### src/tadsr_pkg.sv
`timescale 1ns / 1ps
// ----------------------------------------------------------------------------
// tadsr_pkg
// Shared types and constants of the table-driven envelope player.
// ----------------------------------------------------------------------------
package tadsr_pkg;

    // level code width, 0 to 5 V
    localparam int LEVEL_BITS = 12;
    localparam int INDEX_BITS = 10;
    localparam int STEP_BITS  = 11;
    localparam int ATK_BITS   = 10;
    localparam int REL_BITS   = 10;
    localparam int LEN_BITS   = 11;
    localparam int CFG_IDX_BITS  = 2;
    localparam int CFG_DATA_BITS = 11;

    // configuration register indexes
    localparam logic [CFG_IDX_BITS-1:0] CFG_ATTACK_LENGTH  = 2'd0;
    localparam logic [CFG_IDX_BITS-1:0] CFG_SUSTAIN_ENABLE = 2'd1;
    localparam logic [CFG_IDX_BITS-1:0] CFG_RELEASE_LENGTH = 2'd2;
    localparam logic [CFG_IDX_BITS-1:0] CFG_TABLE_LENGTH   = 2'd3;

    // request function codes
    localparam logic FUNC_TICK  = 1'b0;
    localparam logic FUNC_WRITE = 1'b1;

    // reset values of the configuration registers
    localparam logic [ATK_BITS-1:0] ATTACK_LENGTH_RST  = '0;
    localparam logic                SUSTAIN_ENABLE_RST = 1'b1;
    localparam logic [REL_BITS-1:0] RELEASE_LENGTH_RST = '0;
    localparam logic [LEN_BITS-1:0] TABLE_LENGTH_RST   = 11'd1024;

    typedef enum logic [1:0] {
        PH_IDLE    = 2'd0,
        PH_ATTACK  = 2'd1,
        PH_SUSTAIN = 2'd2,
        PH_RELEASE = 2'd3
    } t_phase;

    // where the level of a tick comes from
    typedef enum logic [1:0] {
        SEL_HOLD = 2'd0,
        SEL_ZERO = 2'd1,
        SEL_MEM  = 2'd2
    } t_level_sel;

    // per-tick decision from the sequencer
    typedef struct packed {
        logic       rd_en;
        t_level_sel sel;
        t_phase     phase;
    } t_step_ctl;

    typedef struct packed {
        logic                  func;
        logic                  button;
        logic [INDEX_BITS-1:0] entry_index;
        logic [LEVEL_BITS-1:0] entry_level;
    } t_in_item;

    typedef struct packed {
        logic [LEVEL_BITS-1:0] level;
        logic [1:0]            phase;
    } t_out_item;

endpackage

### src/tadsr_ctrl.sv
`timescale 1ns / 1ps
// ----------------------------------------------------------------------------
// tadsr_ctrl
// Envelope sequencer: phase and step counter, table address for each tick.
// ----------------------------------------------------------------------------
module tadsr_ctrl #(
    parameter int TABLE_DEPTH = 1024,
    parameter int ADDR_W      = 10
) (
    input  logic                             i_clk,
    input  logic                             i_rst_n,
    input  logic                             i_tick,
    input  logic                             i_button,
    input  logic [tadsr_pkg::ATK_BITS-1:0]   i_attack_length,
    input  logic                             i_sustain_enable,
    input  logic [tadsr_pkg::REL_BITS-1:0]   i_release_length,
    input  logic [tadsr_pkg::LEN_BITS-1:0]   i_table_length,
    output logic [ADDR_W-1:0]                o_rd_addr,
    output tadsr_pkg::t_step_ctl             o_ctl
);
    import tadsr_pkg::*;

    // wide enough for the table depth and for the sustain wrap sum
    localparam int CW = (ADDR_W + 1 > 13) ? ADDR_W + 1 : 13;
    localparam logic [CW-1:0] DEPTH_C = CW'(TABLE_DEPTH);

    t_phase               r_phase, n_phase;
    logic [STEP_BITS-1:0] r_step,  n_step;
    logic [STEP_BITS-1:0] step_inc;
    logic [CW-1:0]        len_ext, len_eff, sus_span, atk_sum, rel_sum;
    logic                 sus_wrap;

    // effective table length, clamped to 1..depth
    always_comb begin
        len_ext = CW'(i_table_length);
        if (i_table_length == '0) begin
            len_eff = CW'(1);
        end else if (len_ext > DEPTH_C) begin
            len_eff = DEPTH_C;
        end else begin
            len_eff = len_ext;
        end
    end

    // address sums, wrap modulo the table depth through the low bits
    assign step_inc = r_step + STEP_BITS'(1);
    assign atk_sum  = CW'(i_attack_length) + CW'(r_step);
    assign rel_sum  = len_eff - CW'(i_release_length) - CW'(1) + CW'(r_step);
    assign sus_span = CW'(step_inc) + CW'(i_attack_length) + CW'(i_release_length) + CW'(1);
    assign sus_wrap = (sus_span >= len_eff);

    // next phase, step and level source
    always_comb begin
        n_phase      = r_phase;
        n_step       = r_step;
        o_ctl.rd_en  = 1'b0;
        o_ctl.sel    = SEL_HOLD;
        o_rd_addr    = ADDR_W'(r_step);
        unique case (r_phase)
            PH_IDLE: begin
                o_ctl.sel = SEL_ZERO;
                if (i_button) begin
                    n_phase = PH_ATTACK;
                    n_step  = '0;
                end
            end
            PH_ATTACK: begin
                if (!i_button) begin
                    n_phase = PH_RELEASE;
                    n_step  = '0;
                end else if (r_step < STEP_BITS'(i_attack_length)) begin
                    o_ctl.rd_en = 1'b1;
                    o_ctl.sel   = SEL_MEM;
                    n_step      = step_inc;
                end else begin
                    n_phase = PH_SUSTAIN;
                    n_step  = '0;
                end
            end
            PH_SUSTAIN: begin
                o_rd_addr = ADDR_W'(atk_sum);
                if (!i_button) begin
                    n_phase = PH_RELEASE;
                    n_step  = '0;
                end else begin
                    o_ctl.rd_en = 1'b1;
                    o_ctl.sel   = SEL_MEM;
                    n_step      = sus_wrap ? '0 : step_inc;
                end
            end
            PH_RELEASE: begin
                o_rd_addr = ADDR_W'(rel_sum);
                if (!i_sustain_enable || (i_release_length == '0)
                        || (r_step >= STEP_BITS'(i_release_length))) begin
                    o_ctl.sel = SEL_ZERO;
                    n_phase   = PH_IDLE;
                    n_step    = '0;
                end else begin
                    o_ctl.rd_en = 1'b1;
                    o_ctl.sel   = SEL_MEM;
                    n_step      = step_inc;
                end
            end
            default: begin
                n_phase = PH_IDLE;
            end
        endcase
        o_ctl.phase = n_phase;
    end

    // phase and step registers advance on each accepted tick
    always_ff @(posedge i_clk) begin
        if (!i_rst_n) begin
            r_phase <= PH_IDLE;
            r_step  <= '0;
        end else if (i_tick) begin
            r_phase <= n_phase;
            r_step  <= n_step;
        end
    end

endmodule

### config.mk
export PLATFORM = sky130hd
export DESIGN_NAME = tadsr_ctrl
export DESIGN_NICKNAME = d
export VERILOG_FILES = /design/src/tadsr_pkg.sv /design/src/tadsr_ctrl.sv
export SDC_FILE = /design/constraint.sdc
export NUM_CORES = 1
export LEC_CHECK = 0
export BUFFER_PORTS_ARGS = -buffer_cell sky130_fd_sc_hd__buf_2
export CAP_MARGIN = 20
export CORE_MARGIN = 10
export CORE_UTILIZATION = 47
export DETAILED_ROUTE_END_ITERATION = 16
export PLACE_DENSITY_LB_ADDON = 0.08
export SLEW_MARGIN = 20
export SYNTH_ARGS = -nofsm -noshare
export SYNTH_HDL_FRONTEND = slang
export SYNTH_SLANG_ARGS = --single-unit
### constraint.sdc
create_clock -name i_clk -period 6.9 [get_ports i_clk]
set_input_delay 1.38 -clock i_clk [delete_from_list [all_inputs] [get_ports i_clk]]
set_output_delay 1.38 -clock i_clk [all_outputs]
set_load 0.005 [all_outputs]
Yosys cells after proc, flatten, opt, wreduce, memory -nomap -nowiden
Cells that the tools add are included.
{ "op_classes": {"reduce_logical": 7, "mux": 23, "eq_ne": 4, "add_sub_neg": 8, "magnitude_cmp": 4} }
{ "ops": {"columns": ["op", "n"], "rows": [
  ["two-way mux 11 bit", 8],
  ["one-hot mux 11 bit (4 select lines)", 1],
  ["adder 10 bit", 2],
  ["one-hot mux 10 bit (2 select lines)", 1],
  ["one-hot mux 2 bit (4 select lines)", 2],
  ["adder 12 x 10 -> 13 bit", 1],
  ["adder 13 x 1 -> 13 bit, second input constant", 1],
  [">= comparator 13 x 11 -> 1 bit", 1],
  ["adder 11 x 10 -> 12 bit", 1],
  ["two-way mux 2 bit", 6],
  ["adder 11 x 1 -> 11 bit, second input constant", 1],
  [">= comparator 11 x 10 -> 1 bit", 1],
  ["> comparator 11 bit, second input constant", 1],
  ["zero test 11 bit", 1],
  ["< comparator 11 x 10 -> 1 bit", 1],
  ["zero test 10 bit", 1],
  ["subtractor 10 x 1 -> 10 bit, second input constant", 1],
  ["subtractor 10 bit", 1],
  ["two-way mux 3 bit", 3],
  ["equality test 2 bit, second input constant", 2],
  ["one-hot mux 1 bit (3 select lines)", 1],
  ["equality test 2 x 1 -> 1 bit, second input constant", 1],
  ["zero test 2 bit", 1],
  ["logical OR 1 bit", 2],
  ["4 further kinds", 4]
]} }
{ "word_totals": {"reg_bits": 13, "output_inout_bits": 15, "in_bits": 36, "wordCells": 48} }

Longest topological paths before layout
{ "logic_depth": {"depth_word": 8, "mapped_depth": 22, "depth_no_buf": 21} }

Least setup slack after synthesis
No wires, ideal clock.
{ "synth_path": {"kind": "input to output", "from": "in i_table_length[10] in the netlist's numbering", "to": "out o_rd_addr[9]", "cell_stages": 12, "path_buffers": 0, "required_ps": 5520, "slack_ps": 1771, "t_arrival_ps": 3749, "cell_sequence": "clkinv_1 > nand2_1 > fa_1 > inv_1 > ha_1 > fa_1 > a21o_1 > a211oi_1 > nor2_1 > o41ai_1 > xnor2_1 > o221ai_1"} }
{ "synth_via": {"elab_chain_len": 7, "elab_cells_between_ends": 8, "cone_classes": "add/sub: 3; order compare: 1; mux: 3; reduce/logical: 1"} }
{ "synth_lines": {"columns": ["element", "line", "rtl"], "rows": [
  ["from (decl)", "tadsr_ctrl.sv:17", "input logic [tadsr_pkg::LEN_BITS-1:0] i_table_length,"],
  ["> comparator 11 bit", "tadsr_ctrl.sv:38", "end else if (len_ext > DEPTH_C) begin"],
  ["two-way mux 11 bit", "tadsr_ctrl.sv:38", null],
  ["two-way mux 11 bit *", "tadsr_ctrl.sv:36", "if (i_table_length == '0) begin"],
  ["subtractor 10 bit *", "tadsr_ctrl.sv:48", "assign rel_sum = len_eff - CW'(i_release_length) - CW'(1) + CW'(r_step);"],
  ["subtractor 10 x 1 -> 10 bit *", "tadsr_ctrl.sv:48", null],
  ["adder 10 bit *", "tadsr_ctrl.sv:48", null],
  ["one-hot mux 10 bit (2 select lines) *", "tadsr_ctrl.sv:59", "unique case (r_phase)"],
  ["to (decl)", "tadsr_ctrl.sv:18", "output logic [ADDR_W-1:0] o_rd_addr,"]
]} }
Mark *: on every way between the ends. The rest lies on a longest branch, timed or not.

Worst setup path in the final report
Same ends and word-level chain as after synthesis.

==> load_flow_metrics.sql <==
INSERT INTO impl_metrics (metric_group, metric, value, unit) VALUES
('synth', 'synth_top_area_share', '23.3', '%'),
('floorplan', 'dieArea', '10900', 'um^2'),
('finish', 'drive_above_1_share', '13.8', '%'),
('cts', 'insertion_delay', '250', 'ps'),
('synth', 'asyncSetResetFlopFracSynth', '0', '%'),
('global_route', 'grt_usage', '17.2', '%'),
('power', 'cellLeakagePower', '1.82', 'nW'),
('critical_path', 'worstSetupPathType', 'input port to output port', ''),
('floorplan', 'die_w', '104', 'um'),
('synth', 'synth_warnings', '0', ''),
('detailed_routing', 'avgRoutedWirePerCell', '16.4', 'um'),
('detailed_routing', 'dr.first_iter.drc_count', '137', ''),
('detailed_routing', 'remaining_drc_errors', '0', ''),
('synth', 'avgSynthCellArea', '7.72', 'um^2'),
('cts', 'buffer_cell_driving_the_clock_tree_root', 'sky130_fd_sc_hd__clkbuf_8', ''),
('cts', 'number_of_buffers_created_by_cts', '3', ''),
('critical_path', 'worst-path-max-fanout', '10', ''),
('synth', 'synth_top_flop_cell', 'sky130_fd_sc_hd__dfxtp_1', ''),
('synth', 'yosys-top-cells-count', '64 x sky130_fd_sc_hd__inv_1, 62 x sky130_fd_sc_hd__ha_1, 37 x sky130_fd_sc_hd__nand2_1, 30 x sky130_fd_sc_hd__o21ai_0, 29 x sky130_fd_sc_hd__a21oi_1', ''),
('cts', 'holdBufCountCts', '0', ''),
('synth', 'synth.yosys.seq_area_share', '7.80', '%'),
('critical_path', 'timing.critical_path.to_type', 'output port', ''),
('cts', 'cts_repair_resize_count', '0', ''),
('critical_path', 'r2r_cells', '21', ''),
('floorplan', 'core-area', '6830', 'um^2'),
('critical_path', 'worst_path_largest_cell_delay', '490', 'ps'),
('worst_hold_path', 'min_delay_path_depth', '2', ''),
('timing', 'setup_violators_final', '0', ''),
('timing', 'grt_setup_unrepaired', 'no', ''),
('timing', 'tns', '0', 'ps'),
('finish', 'antenna-diode-count', '0', ''),
('global_route', 'grt_first_pass_wirelength', '15500', 'um'),
('place', 'gpl.final_weighted_congestion', '0.877', ''),
('critical_path', 'cp-start-kind', 'input port', ''),
('global_route', 'antenna_violations_before_repair', '0', ''),
('cts', 'cts_setup_buffers', '0', ''),
('synth', 'synth.cell_area', '3340', 'um^2'),
('cts', 'path_clk_slew', '60', 'ps'),
('floorplan', 'cell_rows', '30', ''),
('power', 'ir_drop_worst_vdd', '0.112', 'mV'),
('cts', 'htree_levels', '1', ''),
('critical_path', 'critical_path_arrival', '4310', 'ps'),
('detailed_routing', 'via_per_inst', '5.46', ''),
('worst_hold_path', 'min-delay-path-class', 'register to register', ''),
('finish', 'areaGrowthSynthToFinish', '11.3', '%'),
('run', 'max_cap_violations', '0', ''),
('critical_path', 'slowest_cp_cell', 'sky130_fd_sc_hd__fa_1', ''),
('critical_path', 'path_cells', 'buf_2, clkinv_1, nand2_1, fa_1, inv_1, ha_1, fa_1, a21o_1, a211oi_1, nor2_1, o41ai_1, xnor2_1, o221ai_1, buf_2', ''),
('outcome', 'outcome', 'finished clean', ''),
('synth', 'synth.top_cells.by_area', 'sky130_fd_sc_hd__ha_1 23%, sky130_fd_sc_hd__fa_1 13%, sky130_fd_sc_hd__dfxtp_1 7.8%', ''),
('detailed_routing', 'routed-via-count', '3143', ''),
('cts', 'clock_path_buffers', '2', ''),
('synth', 'synth-edff-count', '0', ''),
('place', 'buffer_ports.inserted', '50', ''),
('global_route', 'maximum_number_of_pins_on_one_net_before_global_route_repair', '31', ''),
('detailed_routing', 'antenna_viol_nets_final', '0', ''),
('cts', 'cts_num_sinks', '13', ''),
('finish', 'final_net_count', '600', ''),
('detailed_routing', 'drt-total-wl', '9460', 'um'),
('place', 'detailed_place_hpwl', '8320', 'um'),
('critical_path', 'timing.critical_path.required', '5520', 'ps'),
('cts', 'tritoncts', 'built', ''),
('global_route', 'grt_pass1_vias', '3082', ''),
('synth', 'netlist-cell-type-count', '57', ''),
('floorplan', 'boundaryPins', '51', ''),
('finish', 'final_util', '54.3', '%'),
('power', 'power_density', '134', 'nW/um^2'),
('synth', 'syn-num-nets', '551', ''),
('global_route', 'globalRoute.totalOverflow', '0', ''),
('synth', 'syn-instance-count', '432', ''),
('timing', 'timing.final.crit_share', '82.5', '%');
-- power by group --
group / internal [mW] / switching, mW
Sequential: 0.0785 / 0.0124
Clock: 0.0410 / 0.0304
Combinational: 0.145 / 0.191
-- worst max-delay path: cells and delay by family --
family	cells	cell delay (ps)
AO/OA/AOI/OAI	4	930
AND/OR/NAND/NOR	2	240
buffers and inverters	4	490
XOR/XNOR	1	140
adder cells (fa/ha/maj)	3	1120
-- cells in the final DEF, fill, tap and decap left out, drive strengths merged, types with 5 or more instances in the layout --
master	n
xor2	8
a31oi	5
ha	62
nand2b	7
nor3	5
nand3	10
nor4	8
fa	21
nand2	37
o211ai	5
inv	64
a21o	7
dfxtp	13
xnor2	23
nor2	23
o21ai	39
a21oi	30
buf	52
-- kinds of logic (layout without fill, tap and decap cells) --
| kind of cell | Yosys count | count (layout) | share of synthesized area [%] |
|---|---|---|---|
| buffers and inverters | 73 | 121 | 8.96 |
| and+or+nand+nor | 114 | 114 | 17.1 |
| DFF | 13 | 13 | 7.80 |
| AOI/OAI and AO/OA | 116 | 116 | 21.5 |
| xor gates and xnor gates | 31 | 31 | 8.14 |
| adders and majority gates | 83 | 83 | 35.9 |
| muxes | 2 | 2 | 0.638 |
-- cell type report --
type / count / area (um^2)
Clock buffer: 4 / 45.0
Fill cell: 698 / 3120
Inverter: 65 / 244
Multi-Input combinational cell: 346 / 2780
Sequential cell: 13 / 260
Tap cell: 96 / 120
Timing Repair Buffer: 52 / 265
-- sequential cells by signal, indices dropped and copies added (netlist names) --
signal,flops
r_phase,2
r_step,11
-- final timing paths --
check,startpoint,to,slack (ps)
setup / recovery,i_table_length[10],o_rd_addr[9],1210
hold / removal,r_step[10],r_step[10],540
setup reg to reg,r_step[0],r_step[3],1670
hold reg to reg,r_step[10],r_step[10],540
-- layer usage --
layer  vias to the layer above  track usage, %  wire length [um]
met3                        12            1.67               324
met4                         0            5.27               216
li1                       1612               -                 -
met5                         -               0                 0
met2                        66            28.1              4280
met1                      1453            23.1              4640
-- per-stage QoR --
stage,power (mW),hold slack (ps),setup slack [ps],cells,instance area [um^2]
detailed placement,0.426,531,1160,572,3670
CTS,0.500,538,1220,576,3710
global placement,0.425,526,1230,572,3670
global route,0.555,570,858,576,3710
floorplan,0.322,475,1770,432,3340
finish,0.499,535,1210,576,3710
No activity file was read; power rests on OpenSTA's default activity.
